[config.mk]
export PLATFORM = sky130hd
export DESIGN_NAME = swah_ram
export DESIGN_NICKNAME = d
export VERILOG_FILES = /design/src/rtl/swah_ram.sv
export SDC_FILE = /design/constraint.sdc
export NUM_CORES = 1
export LEC_CHECK = 0
export ABC_AREA = 1
export BUFFER_PORTS_ARGS = -buffer_cell sky130_fd_sc_hd__buf_2
export CAP_MARGIN = 20
export CORE_ASPECT_RATIO = 1.75
export CORE_UTILIZATION = 60
export CTS_CLUSTER_SIZE = 12
export DETAILED_ROUTE_END_ITERATION = 8
export GPL_TIMING_DRIVEN = 0
export PLACE_DENSITY = 0.78
export SETUP_SLACK_MARGIN = 0.4
export SKIP_LAST_GASP = 1
export SYNTH_ARGS = -nofsm -noshare
export SYNTH_HDL_FRONTEND = slang
export SYNTH_SLANG_ARGS = --single-unit
[constraint.sdc]
create_clock -name clk -period 2.7 [get_ports clk]
set_input_delay 0.54 -clock clk [delete_from_list [all_inputs] [get_ports clk]]
set_output_delay 0.54 -clock clk [all_outputs]
set_load 0.005 [all_outputs]
[src/rtl/swah_ram.sv]
// ----------------------------------------------------------------------------
// swah_ram
// Simple dual-port synchronous RAM, one write and one registered read port.
// ----------------------------------------------------------------------------
module swah_ram #(
	parameter int unsigned WIDTH = 8,
	parameter int unsigned DEPTH = 16
) (
	input  logic                     clk,
	input  logic                     we,
	input  logic [$clog2(DEPTH)-1:0] waddr,
	input  logic [WIDTH-1:0]         wdata,
	input  logic                     re,
	input  logic [$clog2(DEPTH)-1:0] raddr,
	output logic [WIDTH-1:0]         rdata
);

	logic [WIDTH-1:0] mem [DEPTH];

	always_ff @(posedge clk) begin
		if (we) begin
			mem[waddr] <= wdata;
		end
		if (re) begin
			rdata <= mem[raddr];
		end
	end

endmodule

== Yosys cells after proc, flatten, opt, wreduce, memory -nomap -nowiden ==
Memory sizes are Yosys's and may differ from the RTL's. A register that Yosys moved wholly into a read port is not among the register bits.
Cells that the tools add are included.
Storage, ports and cells
  output and inout port bits: 8
  word-level logic and storage cells: 3
  register bits: 0
  bits in writable memories: 128
  bits of input ports: 19
  memories: 1
Memory list
  mem: words 16, bits a word 8, read ports 1, clocked after memory_dff 1, wr ports 1, RTL line 18  | logic [WIDTH-1:0] mem [DEPTH];
Operators by class
  multiplexer cells: 2
Operators with widths (count)
  1-bit two-way mux: 2

== Logic depth before layout (Yosys ltp) ==
Gate-level depths: netlist (run 1).
  depth in word-level cells: 2
  depth in mapped cells: 8
  depth with buffers taken out: 7

== Least setup slack after synthesis (run 1) ==
OpenSTA, ideal clock, no wires.
  path type: input-to-reg
  start point: input port waddr[2]
  end point: memory mem[10][0] (enable)
  setup time: 0.370 ns
  data required time: 2.330 ns
  stages: 2
  slack: 1.209 ns
  arrival time: 1.121 ns
  buffers on the path: 0
  cell sequence: nand3b_1 > nor2_1
RTL lines
  from (decl): RTL line 11  | input logic [$clog2(DEPTH)-1:0] waddr,
  to (decl): RTL line 18
No word-level cell before the write port.

== Worst setup path after layout (run 1) ==
  start point: input port waddr[2]
  end point: memory mem[10][1] (enable)
No word-level cell before the write port.

==> results of run 1 <==
## final timing paths
check / startpoint / depth (start not counted) / slack, ns / to
min: re / 1 / 0.45 / rdata[1]
max reg2reg: mem[6][3] / 6 / 1.51 / rdata[3]
max: waddr[2] / 3 / 1.16 / mem[10][1]
min reg2reg: mem[10][7] / 6 / 0.74 / rdata[7]
## registers in the layout, summed over array words and instances, names as in the netlist
| register | cells |
|---|---|
| rdata | 8 |
| mem | 128 |
## where the power goes
part / internal [W] / switching (W)
clock: 0.00191 / 0.000854
sequential: 0.00238 / 0.0000113
combinational: 0.0000885 / 0.000217
total: 0.00437 / 0.00108
## final cells by class
| cell class | instances | area (um2) | share of cell area |
|---|---|---|---|
| flip-flops and latches | 136 | 4080 | 0.599 |
| multi-input cells | 289 | 1210 | 0.178 |
| clock buffers | 17 | 425 | 0.0624 |
| inverters | 102 | 383 | 0.0562 |
| clock inverters | 15 | 278 | 0.0407 |
| plain buffers | 24 | 166 | 0.0244 |
| well taps | 122 | 153 | 0.0224 |
| repair buffers | 23 | 115 | 0.0169 |
## worst max-delay path, cell delays in order
cell,delay (ns)
buf_2,0.12
nand3b_1,0.24
nor2_1,0.68
## layer usage
metal | vias up | wire length (um) | global-route usage
met5 | - | 0 | 0
met4 | 0 | 689 | 0.198
met3 | 39 | 896 | 0.0600
met2 | 202 | 7480 | 0.530
met1 | 1866 | 4820 | 0.324
li1 | 1867 | - | -
## cell families after synthesis
family | after synthesis | synth area share
buffers and inverters | 126 | 0.0939
flip-flops | 136 | 0.698
AND/OR/NAND/NOR | 289 | 0.208
## cell usage after synthesis
cell type and count:
nand2_1 173, edfxtp_1 136, buf_4 4, nor2_1 17, inv_1 100, buf_1 1
nand3_1 97, buf_2 13, nand3b_1 2, buf_6 6, inv_2 2
## metrics by stage
stage / hold WS (ns) / utilization / total power, W
floorplan: 0.639 / - / 0.00260
global placement: 0.717 / 0.646 / 0.00272
detailed placement: 0.726 / 0.646 / 0.00273
CTS: 0.452 / 0.720 / 0.00546
global route: 0.460 / 0.720 / 0.00558
finish: 0.455 / 0.720 / 0.00546
==> results.ini, run 1 <==
[clocking]
cts.path.max_buffers=2
cts_num_sinks=136
clkTransAtPathRegs_ns=0.06
post_cts_setup_repair_buffer_count=0
tritoncts=done
cts_hold_buffers=0
cts_buffers=17
cts-root-buf=clkbuf_16
ctsHtreeMaxLevel=4
post_cts_resized=0
worstSkewPairLatency_ns=0.42

[finish]
antenna_cells_inserted=0
layout_common_cells=nand2_1, edfxtp_1, inv_1
layout.cells.most_common=nand2_1
filler_cell_count=654
fin_cells=728
finalNetCount=612
layout_cells_sized_above_1=0.127
areaGrowthSynthToFinish_pct=16.6
finish.instance_area_um2=6820

[sta]
fin_ws_ns=1.16
setup-violations-final=0
post-route-min-period_ns=1.54
max_freq_mhz=651
transition_at_the_pin_with_the_smallest_max_transition_slack_ns=0.864
max_slew_margin=0.422
timing.clock.skew_ns=0.00906
min_period_over_period=0.569
grt_setup_unrepaired=false
fin_tns_setup_ns=0
finalMaxSlewViolations=0
hold_violations=0

[grt]
grt_pass1_wl_mm=21.5
number_of_antenna_violations_at_the_first_check_in_global_routing=0
via_count_of_the_first_global_routing_pass=3981
globalRoute.totalOverflow=0
grt_max_degree=17
global_route.usage.total=0.301

[synthesis]
synth-warning-count=0
syn-mean-instance-area_um2=10.6
synth-seq-cells=136
synth_top_area_share=0.698
yosys.cell_types.count=11
synth_cells=551
synth_largest_area_cell=edfxtp_1
synth_sequential_area_ratio=0.698
synth.cell_area_um2=5850
synth.area.top_cells=edfxtp_1, nand2_1, nand3_1
synth_fp_nets=570

[placed_design]
dp_hpwl_mm=9.22
gpl.final_weighted_congestion=1.05
standard_cell_area_after_detailed_placement_um2=6110
dp_cells=696
dp_slack_ns=0.729
io_buffers=23

[flow_run]
drv.max_cap_violation_count=0

[routing]
initialDrtViolationCount=421
wl_per_cell_um=19.1
drtAntennaViolNets=0
routed_wl_mm=13.9
via_count=3974
firstDrtPassIters=5
post_route_drc_violation_count=0
viasPerCell=5.46

[setup_path]
end_kind=register
cp-start-kind=input pin
crit_arrival_ns=1.58
timing.critical_path.required_ns=2.74
critPathKind=in -> reg
path_max_fanout=8

[die]
chipWidth_um=76.6
design.core.area_um2=9470
ios=27
die_h_um=133
die_area_um2=10200
start_util=0.618
placement_rows=47

[power_and_ir_drop]
power-per-cell-area_nw_per_um2=800
total_leakage_power_nw=2.97
max-vdd-ir-drop_v=0.000772

[hold_path]
min-delay-path-class=in -> reg

[status]
result_of_the_run=finished, final reports clean

Note: power is estimated with default switching activity, not from simulation.
==> inputs of run 2 (changes only) <==
--- a/config.mk
+++ b/config.mk
@@ -5,7 +5,7 @@
 export SDC_FILE = /design/constraint.sdc
 export NUM_CORES = 1
 export LEC_CHECK = 0
-export ABC_AREA = 1
+export ABC_AREA = 0
 export BUFFER_PORTS_ARGS = -buffer_cell sky130_fd_sc_hd__buf_2
 export CAP_MARGIN = 20
 export CORE_ASPECT_RATIO = 1.75
==> constraint.sdc (replaced) <==
create_clock -name clk -period 1.5 [get_ports clk]
set_input_delay 0.3 -clock clk [delete_from_list [all_inputs] [get_ports clk]]
set_output_delay 0.3 -clock clk [all_outputs]
set_load 0.005 [all_outputs]
==> run 2 against run 1 <==
Net effect:
- hold slack worse by 0.23 ns
- wire length shrank 30%
- synthesized area is 11% lower
- synthesized cell count fell by 58%
- clock power rose by 32%
- setup slack got worse by 1.1 ns
- sequential power increased by 80%
- clock skew down 0.0028 ns
- highest routed layer unchanged
==> results.ini, run 2 <==
[status]
result_of_the_run=finished, final reports clean

[finish]
layout.cells.most_common=edfxtp_1
layout_cells_sized_above_1=0.440
largest_reg_flops=128
antenna_cells_inserted=0
finish.instance_area_um2=6310
biggestRegsByFlops=mem x128, rdata x8
layout_common_cells=edfxtp_1, mux4_2, buf_2
fin_cells=408
largest_register=mem
finalNetCount=299
areaGrowthSynthToFinish_pct=20.7

[setup_path]
critPathKind=reg -> reg
r2r-start=mem[7][0]
end_kind=register
timing.critical_path.required_ns=1.66
crit_arrival_ns=1.61
cp-start-kind=register
path_max_fanout=1
critPathLaunch=mem[7][0]

[synthesis]
number_of_enable_type_register_cells_in_the_synthesized_netlist=136
synth-seq-cells=136
synthTopCellsByCount=edfxtp_1, mux4_2, a22oi_1
synth_fp_nets=248
synth_top_area_share=0.781
synth.area.top_cells=edfxtp_1, mux4_2, mux4_1
yosysMostFrequentCell=edfxtp_1
synth_cells=229
ys.flop_type=edfxtp_1
yosys.cell_types.count=18
synth-warning-count=0
async_reset_ff_frac=0
synth_largest_area_cell=edfxtp_1
synth.cell_area_um2=5230
synth_sequential_area_ratio=0.781
syn-mean-instance-area_um2=22.8

[clocking]
clkTransAtPathRegs_ns=0.05
cts_hold_buffers=0
ctsHtreeMaxLevel=4
cts_buffers=17
worstSkewPairLatency_ns=0.41
cts_num_sinks=136
cts-root-buf=clkbuf_16
cts.path.max_buffers=2
tritoncts=done

[sta]
finalMaxSlewViolations=0
min_period_over_period=0.970
post-route-min-period_ns=1.45
timing.clock.skew_ns=0.00628
grt_setup_unrepaired=true
final.hold.worst_slack_ns=0.227
setup-violations-final=0
hold_violations=0
max_freq_mhz=687
transition_at_the_pin_with_the_smallest_max_transition_slack_ns=0.853
max_slew_margin=0.429

[routing]
post_route_drc_violation_count=0
drtAntennaViolNets=0
initialDrtViolationCount=185
viasPerCell=6.06
wl_per_cell_um=24.0
routed_wl_mm=9.79
firstDrtPassIters=4
via_count=2471

[placed_design]
standard_cell_area_after_detailed_placement_um2=5630
dp_cells=369
gpl.final_weighted_congestion=0.714
dp_hpwl_mm=6.19
io_buffers=25

[grt]
grt_max_degree=17
grt_pass1_wl_mm=15.4
global_route.usage.total=0.254
globalRoute.totalOverflow=0
via_count_of_the_first_global_routing_pass=2639
number_of_antenna_violations_at_the_first_check_in_global_routing=0

[power_and_ir_drop]
max-vdd-ir-drop_v=0.000961
total_leakage_power_nw=2.03
power-per-cell-area_nw_per_um2=1340

[die]
chipWidth_um=72.6
die_h_um=125
die_area_um2=9100
start_util=0.625
ios=27
placement_rows=44
design.core.area_um2=8370

[hold_path]
min-delay-path-class=in -> reg
hold_sp=re

[flow_run]
drv.max_cap_violation_count=0

## run 2: changes by cell type after synthesis, sizes merged, moves of 2 or more
cell and delta:
buf -17, clkdlybuf4s25 +3, nor2 -4, nor3 +4
inv -102, a22oi +16, mux4 +32, nand2 -164
nand2b +2, nand3 -96
## run 2: report_power, final
part / switching, W / internal, W
sequential: 0.0000203 / 0.00428
combinational: 0.000270 / 0.000207
clock: 0.00143 / 0.00222
total: 0.00172 / 0.00671
## run 2: final timing paths
| kind | to | slack, ns | cells after the start |
|---|---|---|---|
| min | rdata[5] | 0.23 | 1 |
| max reg2reg | rdata[0] | 0.05 | 3 |
| max | rdata[0] | 0.05 | 3 |
| min reg2reg | rdata[5] | 0.77 | 3 |
## run 2: cell type report
cell class | count | area (um2)
Sequential cell | 136 | 4080
Fill cell | 477 | 2060
Multi-Input combinational cell | 83 | 1200
Clock buffer | 19 | 433
Timing Repair Buffer | 32 | 236
Tap cell | 115 | 144
Buffer | 10 | 120
Clock inverter | 13 | 87.6
## run 2: stage by stage
step / total power [W] / util / setup WS [ns] / setup TNS (ns)
finish: 0.00843 / 0.754 / 0.0453 / 0
floorplan: 0.00464 / - / -0.000396 / -0.00237
detailed placement: 0.00483 / 0.673 / -0.292 / -10.19
global placement: 0.00481 / 0.673 / -0.276 / -8.98
CTS: 0.00848 / 0.753 / 0.0539 / 0
global route: 0.00869 / 0.754 / 0.0350 / 0
## run 2: timing repair
item	4_1_cts	5_1_grt
setup buffers	7	0
cloned	0	0
setup endpoints to repair	84	28
gates resized for setup	10	5
pin swaps	8	5
## run 2: cell families (layout without fill, tap and decap cells)
family	after synthesis	count (layout)	synth area share
and+or+nand+nor	35	35	0.0314
AOI/OAI and AO/OA	16	16	0.0230
DFF	136	136	0.781
buffers and inverters	10	74	0.0165
muxes	32	32	0.148
## run 2: worst max-delay path: stages (launching register included)
cell	delay (ns)
edfxtp_1	0.40
mux4_2	0.54
a22oi_2	0.18
nand2_1	0.09
## run 2: routing by layer
| layer | vias up | track usage | routed length [um] |
|---|---|---|---|
| met5 | - | 0 | 0 |
| li1 | 1073 | - | - |
| met2 | 88 | 0.409 | 5420 |
| met1 | 1298 | 0.319 | 3740 |
| met3 | 12 | 0.0806 | 425 |
| met4 | 0 | 0.103 | 204 |
