$ cat src/rtl/swah_pkg.sv
// ----------------------------------------------------------------------------
// swah_pkg
// Shared types, sizes and helpers for the strand-aware window histogram.
// ----------------------------------------------------------------------------
package swah_pkg;

	localparam int unsigned HALF_WINDOW = 512;
	localparam int unsigned WIN_SIZE    = 2 * HALF_WINDOW;
	localparam int unsigned ADDR_W      = $clog2(WIN_SIZE);

	localparam int unsigned POS_W   = 32;
	localparam int unsigned LEVEL_W = 16;
	localparam int unsigned READS_W = 16;
	localparam int unsigned SEL_W   = 10;
	localparam int unsigned BIN_W   = 11;
	localparam int unsigned PROD_W  = LEVEL_W + READS_W;
	localparam int unsigned REL_W   = POS_W + 2;
	localparam int unsigned PTR_W   = SEL_W + BIN_W + 1;

	localparam int unsigned WSUM_W  = 48;
	localparam int unsigned RSUM_W  = 32;
	localparam int unsigned SSUM_W  = 32;
	localparam int unsigned ENTRY_W = WSUM_W + RSUM_W + SSUM_W;

	localparam logic [BIN_W-1:0] BIN_WIDTH_RESET = BIN_W'(50);

	localparam logic REQ_ACC  = 1'b0;
	localparam logic REQ_READ = 1'b1;

	typedef struct packed {
		logic               req_type;
		logic [POS_W-1:0]   anchor_pos;
		logic               anchor_plus_strand;
		logic [POS_W-1:0]   site_pos;
		logic [LEVEL_W-1:0] site_level;
		logic [READS_W-1:0] site_reads;
		logic [SEL_W-1:0]   bin_select;
	} req_t;

	typedef struct packed {
		logic              in_window;
		logic [WSUM_W-1:0] bin_weighted_sum;
		logic [RSUM_W-1:0] bin_read_total;
		logic [SSUM_W-1:0] bin_site_total;
	} rsp_t;

	typedef struct packed {
		logic [WSUM_W-1:0] wsum;
		logic [RSUM_W-1:0] rsum;
		logic [SSUM_W-1:0] ssum;
	} entry_t;

	function automatic logic [WSUM_W-1:0] sat_add_w(input logic [WSUM_W-1:0] a,
			input logic [WSUM_W-1:0] b);
		logic [WSUM_W:0] s;
		s = {1'b0, a} + {1'b0, b};
		return s[WSUM_W] ? {WSUM_W{1'b1}} : s[WSUM_W-1:0];
	endfunction

	function automatic logic [RSUM_W-1:0] sat_add_r(input logic [RSUM_W-1:0] a,
			input logic [RSUM_W-1:0] b);
		logic [RSUM_W:0] s;
		s = {1'b0, a} + {1'b0, b};
		return s[RSUM_W] ? {RSUM_W{1'b1}} : s[RSUM_W-1:0];
	endfunction

endpackage

$ cat src/rtl/swah_ctrl.sv
// ----------------------------------------------------------------------------
// swah_ctrl
// Sequencer: store clearing, window test, read-modify-write of one entry,
// bin scan with saturating sums, and the result register.
// ----------------------------------------------------------------------------
module swah_ctrl
	import swah_pkg::*;
(
	input  logic              clk,
	input  logic              arst_n,
	input  req_t              req,
	input  logic              req_valid,
	output logic              req_stall,
	output rsp_t              rsp,
	output logic              rsp_valid,
	input  logic              rsp_stall,
	input  logic [BIN_W-1:0]  bin_width,
	output logic              ram_we,
	output logic [ADDR_W-1:0] ram_waddr,
	output entry_t            ram_wdata,
	output logic              ram_re,
	output logic [ADDR_W-1:0] ram_raddr,
	input  entry_t            ram_rdata
);

	typedef enum logic [2:0] {
		ST_CLEAR,
		ST_IDLE,
		ST_ACC,
		ST_SCAN,
		ST_DRAIN
	} state_t;

	state_t              state_q;
	logic [ADDR_W-1:0]   clr_q;
	logic [PTR_W-1:0]    ptr_q;
	logic [BIN_W-1:0]    cnt_q;
	logic                rd_v_s1;
	rsp_t                rsp_q;
	logic                rsp_valid_q;

	logic                hit_s1;
	logic [ADDR_W-1:0]   off_s1;
	logic [PROD_W-1:0]   prod_s1;
	logic [READS_W-1:0]  reads_s1;
	logic [WSUM_W-1:0]   acc_w_q;
	logic [RSUM_W-1:0]   acc_r_q;
	logic [SSUM_W-1:0]   acc_s_q;

	logic                accept;
	logic                slot_free;
	logic                rsp_load;
	logic [REL_W-1:0]    rel;
	logic                hit;
	logic [ADDR_W-1:0]   off;
	logic [BIN_W-1:0]    width_eff;
	logic [PTR_W-1:0]    start;
	logic                issue;
	entry_t              upd;

	assign accept    = req_valid && !req_stall;
	assign req_stall = (state_q != ST_IDLE);
	assign slot_free = !rsp_valid_q || !rsp_stall;
	assign rsp_load  = ((state_q == ST_ACC) || (state_q == ST_DRAIN)) && slot_free;
	assign rsp       = rsp_q;
	assign rsp_valid = rsp_valid_q;

	// window test and strand mirroring
	always_comb begin
		rel = {2'b00, req.site_pos} - {2'b00, req.anchor_pos} + REL_W'(HALF_WINDOW);
		hit = !rel[REL_W-1] && (rel < REL_W'(WIN_SIZE));
		off = req.anchor_plus_strand ? rel[ADDR_W-1:0]
			: ADDR_W'(WIN_SIZE - 1) - rel[ADDR_W-1:0];
	end

	assign width_eff = (bin_width == '0) ? BIN_W'(1) : bin_width;
	assign start     = PTR_W'(req.bin_select * width_eff);
	assign issue     = (cnt_q != '0) && (ptr_q < PTR_W'(WIN_SIZE));

	always_comb begin
		upd.wsum = sat_add_w(ram_rdata.wsum, WSUM_W'(prod_s1));
		upd.rsum = sat_add_r(ram_rdata.rsum, RSUM_W'(reads_s1));
		upd.ssum = sat_add_r(ram_rdata.ssum, SSUM_W'(1));
	end

	always_comb begin
		ram_we    = 1'b0;
		ram_waddr = off_s1;
		ram_wdata = upd;
		if (state_q == ST_CLEAR) begin
			ram_we    = 1'b1;
			ram_waddr = clr_q;
			ram_wdata = '0;
		end else if (state_q == ST_ACC && slot_free && hit_s1) begin
			ram_we = 1'b1;
		end
	end

	always_comb begin
		if (state_q == ST_SCAN) begin
			ram_re    = issue;
			ram_raddr = ptr_q[ADDR_W-1:0];
		end else begin
			ram_re    = accept && (req.req_type == REQ_ACC) && hit;
			ram_raddr = off;
		end
	end

	always_ff @(posedge clk or negedge arst_n) begin
		if (!arst_n) begin
			state_q     <= ST_CLEAR;
			clr_q       <= '0;
			ptr_q       <= '0;
			cnt_q       <= '0;
			rd_v_s1     <= 1'b0;
			rsp_q       <= '0;
			rsp_valid_q <= 1'b0;
		end else begin
			if (rsp_load) begin
				rsp_valid_q <= 1'b1;
			end else if (!rsp_stall) begin
				rsp_valid_q <= 1'b0;
			end
			unique case (state_q)
				ST_CLEAR: begin
					clr_q <= clr_q + 1'b1;
					if (clr_q == ADDR_W'(WIN_SIZE - 1)) begin
						state_q <= ST_IDLE;
					end
				end
				ST_IDLE: begin
					if (accept) begin
						if (req.req_type == REQ_ACC) begin
							state_q <= ST_ACC;
						end else begin
							ptr_q   <= start;
							cnt_q   <= width_eff;
							state_q <= ST_SCAN;
						end
					end
				end
				ST_ACC: begin
					if (slot_free) begin
						rsp_q   <= {hit_s1, {WSUM_W{1'b0}}, {RSUM_W{1'b0}},
							{SSUM_W{1'b0}}};
						state_q <= ST_IDLE;
					end
				end
				ST_SCAN: begin
					rd_v_s1 <= issue;
					if (issue) begin
						ptr_q <= ptr_q + 1'b1;
						cnt_q <= cnt_q - 1'b1;
					end else begin
						state_q <= ST_DRAIN;
					end
				end
				ST_DRAIN: begin
					if (slot_free) begin
						rsp_q   <= {1'b0, acc_w_q, acc_r_q, acc_s_q};
						state_q <= ST_IDLE;
					end
				end
				default: begin
					state_q <= ST_IDLE;
				end
			endcase
		end
	end

	// accumulate operands and bin sums
	always_ff @(posedge clk) begin
		if (accept) begin
			hit_s1   <= hit;
			off_s1   <= off;
			prod_s1  <= req.site_level * req.site_reads;
			reads_s1 <= req.site_reads;
			acc_w_q  <= '0;
			acc_r_q  <= '0;
			acc_s_q  <= '0;
		end else if (rd_v_s1) begin
			acc_w_q <= sat_add_w(acc_w_q, ram_rdata.wsum);
			acc_r_q <= sat_add_r(acc_r_q, ram_rdata.rsum);
			acc_s_q <= sat_add_r(acc_s_q, ram_rdata.ssum);
		end
	end

endmodule

$ cat config.mk
export PLATFORM = sky130hd
export DESIGN_NAME = swah_ctrl
export DESIGN_NICKNAME = d
export VERILOG_FILES = /design/src/rtl/swah_pkg.sv /design/src/rtl/swah_ctrl.sv
export SDC_FILE = /design/constraint.sdc
export NUM_CORES = 2
export LEC_CHECK = 0
export BUFFER_PORTS_ARGS = -buffer_cell sky130_fd_sc_hd__clkbuf_2
export CORE_UTILIZATION = 50
export DETAILED_ROUTE_END_ITERATION = 8
export PLACE_DENSITY = 0.71
export SLEW_MARGIN = 20
export SYNTH_ARGS = -nofsm -noshare
export SYNTH_HDL_FRONTEND = slang
export SYNTH_SLANG_ARGS = --single-unit
$ cat constraint.sdc
create_clock -name clk -period 9.9 [get_ports clk]
set_input_delay 2.475 -clock clk [delete_from_list [all_inputs] [get_ports clk]]
set_output_delay 2.475 -clock clk [all_outputs]
set_load 0.02 [all_outputs]
Yosys cells after proc, flatten, opt, wreduce, memory -nomap -nowiden

Index checks and enable logic that the tools add are counted.

Bitwise operators: 1
Multiplexer cells: 33
Multiply operators: 2
$add $sub $neg: 12
Order comparisons: 2
Reduce and logical (&&, ||, !) cells: 23
Equal/unequal tests: 15

Operators by type and width:

| kind                   | count |
|---|---|
| $mux 113               | 2 |
| $pmux 113 s2           | 1 |
| $mux 32                | 4 |
| $mux 112               | 1 |
| $mux 48                | 2 |
| $add 32x32->33         | 2 |
| $mux 22                | 3 |
| $add 48x32->49         | 1 |
| $add 48x48->49         | 1 |
| $mux 11                | 4 |
| $pmux 22 s2            | 1 |
| $add 33x11->34 const B | 1 |
| $lt 34x11->1 const B   | 1 |
| $add 32x1->33 const B  | 1 |
| $add 32x16->33         | 1 |
| $sub 32x32->33         | 1 |
| $mul 16x16->32         | 1 |
| $mux 10                | 3 |
| $add 22x1->22 const B  | 1 |
| $lt 22x11->1 const B   | 1 |
| $pmux 11 s2            | 1 |
| $mul 10x11->21         | 1 |
| $mux 3                 | 4 |
| $ne 2x2->1 const B     | 6 |
| 22 further kinds       | 43 |

Input bits: 235
Bits in registers: 332
Output and inout port bits: 249
Logic and storage cells: 105

Logic depth before layout (Yosys ltp)

Word-level depth: 6
Depth in mapped cells: 28
Mapped depth without buffers: 27

Least setup slack after synthesis

No wires, ideal clock.

Path type: input port to output port
From: in req[42] (netlist name)
To: out ram_re
Arrival: 6.410 ns
Buffers on the path: 0
Required time: 7.425 ns
Cell stages on the path: 17
Setup slack: 1.015 ns
Cell sequence: inv_1 ha_1 inv_1 fa_1 a211oi_1 o211ai_2 and3b_1 o31a_1 a21bo_2 o41a_1 xnor2_1 or4_1 nor4_1 nand2_1 xor2_1 nand3_1 o31ai_2

Longest elaborated chain between the ends: 6
Elaborated cells on any way between the ends: 7
Those cells by class: add/sub: 2; order compare: 1; mux: 1; reduce/logical: 3

RTL lines:

| element                                                | RTL line         | RTL |
|---|---|---|
| from (decl)                                            | swah_ctrl.sv:11  | `input req_t req,` |
| $sub 32x32->33 *                                       | swah_ctrl.sv:70  | `rel = {2'b00, req.site_pos} - {2'b00, req.anchor_pos} + REL_W'(HALF_WINDOW);` |
| $add 33x11->34 *                                       | swah_ctrl.sv:70  |  |
| $lt 34x11->1 / $logic_not 1->1 (equally long branches) | swah_ctrl.sv:71  | `hit = !rel[REL_W-1] && (rel < REL_W'(WIN_SIZE));` |
| $logic_and 1x1->1 *                                    | swah_ctrl.sv:71  |  |
| $logic_and 1x1->1 *                                    | swah_ctrl.sv:104 | `ram_re = accept && (req.req_type == REQ_ACC) && hit;` |
| $mux 1 *                                               | swah_ctrl.sv:100 | `if (state_q == ST_SCAN) begin` |
| to (decl)                                              | swah_ctrl.sv:21  | `output logic ram_re,` |

Every way passes the cells marked *; elsewhere a longest branch is shown, timed or not.

Final worst setup path

Ends and elaborated chain as after synthesis.

==> impl_metrics.csv <==
group,metric,value,unit
global_route,grt_pass1_vias,29206,
worst_setup_path,start_kind,"input port",
clock_network,clk_pin_slew,0.06,ns
layout,syn_to_final_growth,13.18,%
synthesis,synth.distinct_cells,76,
sta,min_period,9.505,ns
power_and_ir_drop,p_leak,20.02,nW
clock_network,cts.path.max_buffers,3,
drt,num_vias,30930,
power_and_ir_drop,irDropWorstVdd,354.2,uV
power_and_ir_drop,p_comb_frac,0.668,
outcome,status,"complete, no violations",
power_and_ir_drop,pwr-share-seq,0.190,
worst_setup_path,crit_family,"compound AO/OA/AOI/OAI gates",
placed_design,io_buffers,483,
floorplan,num_io_pins,484,
drt,drt-wirelength-per-cell,18.56,um
clock_network,clockRootBuffer,"clkbuf_16",
synthesis,yosys.area_share.simple,0.1618,
placed_design,gp_congestion,0.9394,
synthesis,ys_dominant_reg_cell,"dfrtp_1",
layout,drive_gt1_frac,0.1412,
floorplan,die-width,267.9,um
drt,ant_nets,0,
drt,firstDrtPassIters,6,
sta,setup_viol_count_final,0,
power_and_ir_drop,p_per_area,279.6,nW/um^2
synthesis,yosys.area.top_type,"fa_1",
synthesis,synth_area,35350,um^2
clock_network,clock-sinks,332,
synthesis,synth_compound_area_frac,0.1939,
sta,worst_pin_slew,1.063,ns
sta,skew,0.03492,ns
floorplan,core,70030,um^2
synthesis,synth_fa_ha_area_frac,0.2793,
power_and_ir_drop,p_int,5.739,mW
flow_run,drv_cap,0,
synthesis,synth-seq-area-share,0.2275,
worst_hold_path,hold_class,"reg -> reg",
power_and_ir_drop,p_sw,5.445,mW
power_and_ir_drop,clkPwrFrac,0.142,
synthesis,synth_top_family_by_area,"adder cells",
sta,tns,0,ns
placed_design,dp_hpwl,79360,um
sta,maxSlewViolCount,0,
synthesis,synthTopCellsByArea,"fa_1 15%, ha_1 13%, dfrtp_1 11%",
global_route,grt_max_degree,133,
global_route,grt_overflow,0,
floorplan,initial_utilization,0.5048,
sta,maxSlewHeadroom,0.2891,
synthesis,synthCells,4091,
clock_network,h-tree-depth,2,
synthesis,synth_edf_count,59,
synthesis,synth.area.mux_share,0.008177,
global_route,grt_pass1_wl,157500,um
sta,fmax,0.1052,GHz
layout,nets,5333,
clock_network,cts_tree,"yes",
synthesis,synth_top_area_frac,0.1529,
clock_network,cts_made_buffers,40,
global_route,grtUsageTotal,0.2763,
synthesis,synth_xor_area_frac,0.06655,
synthesis,ys_seq_elements,332,
worst_setup_path,critical_path.endpoint_type,"primary output",
clock_network,cts_resized,0,
sta,final.period_utilization,0.9601,
layout,fin_util,0.5713,
synthesis,async_reset_ff_frac,0.4849,
floorplan,die_area,71760,um^2
sta,final-hold-violation-count,0,
floorplan,die_y,267.9,um
synthesis,ys_warn_count,0,
worst_setup_path,crit_fanout,5,
drt,drt-total-wl,101100,um
clock_network,postCtsSetupBuffers,0,
floorplan,num_rows,97,
layout,nFillCells,6412,
sta,rsz0062_at_grt,"no",
worst_setup_path,arrival,7.03,ns
global_route,grt_antenna_before_repair,5,
clock_network,clk-insertion-delay-late,0.57,ns
drt,drcViolationCount,0,
worst_setup_path,max_stage_delay,0.57,ns
clock_network,cts_hold_buf,0,
synthesis,syn_nets,4953,
worst_setup_path,critical_path.slowest_cell,"or4_1",
worst_setup_path,crit_required,7.43,ns
synthesis,avgSynthCellArea,8.640,um^2
power_and_ir_drop,power_switching_share,0.4868,
drt,drt_iter0_markers,2107,
worst_setup_path,crit_type,"in -> out",
worst_setup_path,critPathBufInv,4,
drt,vias_per_cell,5.678,
worst_setup_path,crit_chain,"clkbuf_2 > inv_1 > ha_1 > inv_1 > fa_1 > a211oi_1 > o211ai_2 > and3b_1 > o31a_1 > a21bo_2 > o41a_1 > xnor2_1 > or4_1 > nor4_1 > nand2_1 > xor2_1 > nand3_1 > o31ai_2 > clkbuf_2",
worst register-to-register path: cells and delay by family, from the launching register on:
family                   cells  cell delay [ns]
buffers and inverters        1             0.06
flip-flops                   1             0.35
AND/OR/NAND/NOR              5             1.61
AO/OA/AOI/OAI                8             2.12
adder cells (fa/ha/maj)      2             0.60
synthesized netlist by cell type, types with 16 or more instances:
cell,instances
o211ai_1,18
nand3_1,84
nand4_1,29
ha_1,357
xnor2_1,148
nand2_1,382
nor2b_1,38
o21bai_1,23
nand2b_1,48
fa_1,270
nor2_1,162
and2_1,196
dfrtp_1,161
o21ai_0,249
a21o_1,109
o21a_1,20
and4_1,16
a22o_1,113
a31oi_1,33
clkbuf_1,159
edfxtp_1,59
a21oi_1,409
and3_1,52
xor2_1,118
nor3_1,66
a211oi_1,17
inv_1,419
dfxtp_1,112
or3_1,24
path summary, 6_finish.rpt:
check                                              from                  endpoint  slack (ns)  depth (start not counted)
min in group asynchronous                        arst_n      rsp[106]$_DFFE_PN0P_        1.80                          1
worst min-delay path              ptr_q[14]$_DFFE_PN0P_     ptr_q[14]$_DFFE_PN0P_        0.49                          2
worst max register to register  acc_w_q[0]$_SDFFE_PP0P_  acc_w_q[32]$_SDFFE_PP0P_        5.06                         16
max in group asynchronous                        arst_n       rd_v_s1$_DFFE_PN0P_        6.86                          2
worst max-delay path                            req[42]                    ram_re        0.39                         19
worst min register to register    ptr_q[14]$_DFFE_PN0P_     ptr_q[14]$_DFFE_PN0P_        0.49                          2
cells in the final DEF, fill, tap and decap left out, drive strengths merged, types with 84 or more instances in the layout:
master,synthesis,final
clkbuf,159,532
inv,419,419
a21oi,410,410
nand2,382,382
ha,357,357
fa,270,270
o21ai,254,254
and2,196,196
nor2,162,162
dfrtp,161,161
xnor2,148,148
xor2,118,118
a22o,113,113
dfxtp,112,112
a21o,109,109
nand3,84,84
cell families after synthesis:
kind of cell | after synthesis
and+or+nand+nor | 1147
xor gates and xnor gates | 267
buffers and inverters | 589
DFF | 332
muxes | 27
AOI/OAI and AO/OA | 1102
adders and majority gates | 627
area by class of cell:
cell class                 count  area (um^2)  share of cell area
antenna                        4        10.01           0.0002502
clock buffer                  50         1130             0.02824
clock inverter                24        312.8            0.007819
inverter                     419         1573             0.03931
multi-input combinational   3170        25130              0.6283
sequential                   332         8046              0.2011
tap                          940         1176             0.02940
timing repair buffer         508         2624             0.06558
per-layer routing:
| metal | vias up | global-route usage | share of wire |
|---|---|---|---|
| li1 | 14894 | - | - |
| met1 | 15001 | 0.3640 | 0.44 |
| met2 | 860 | 0.4607 | 0.48 |
| met3 | 171 | 0.03537 | 0.049 |
| met4 | 4 | 0.1086 | 0.039 |
| met5 | - | 0 | 0.00021 |
power by group through the flow:
stage / Clock, mW / Combinational [mW] / Sequential (mW)
6_report: 1.59 / 7.47 / 2.13
3_3_place_gp: 0 / 7.29 / 2.15
2_1_floorplan: 0 / 5.39 / 2.09
3_5_place_dp: 0 / 7.43 / 2.15
5_1_grt: 1.67 / 8.35 / 2.16
4_1_cts: 1.62 / 7.50 / 2.12
sequential cells by signal (all words and copies together), names as in the netlist:
name,cells
rsp_valid,1
rd_v_s1,1
hit_s1,1
rsp,113
prod_s1,32
ptr_q,22
off_s1,10
state_q,3
acc_w_q,48
acc_r_q,32
acc_s_q,32
cnt_q,11
clr_q,10
reads_s1,16
through the flow:
stage	hold WS (ns)	std cells	setup slack, ns	instance area (um^2)	power, mW
after floorplan	0.4502	4091	1.015	35350	7.481
after global placement	0.4661	5369	0.4574	38550	9.434
after detailed placement	0.4738	5369	0.3689	38550	9.581
after CTS	0.4893	5443	0.3488	39990	11.24
after global routing	0.4940	5446	0.08377	40000	12.18
final	0.4856	5447	0.3950	40010	11.18
Power figures use the tool's default switching activity.
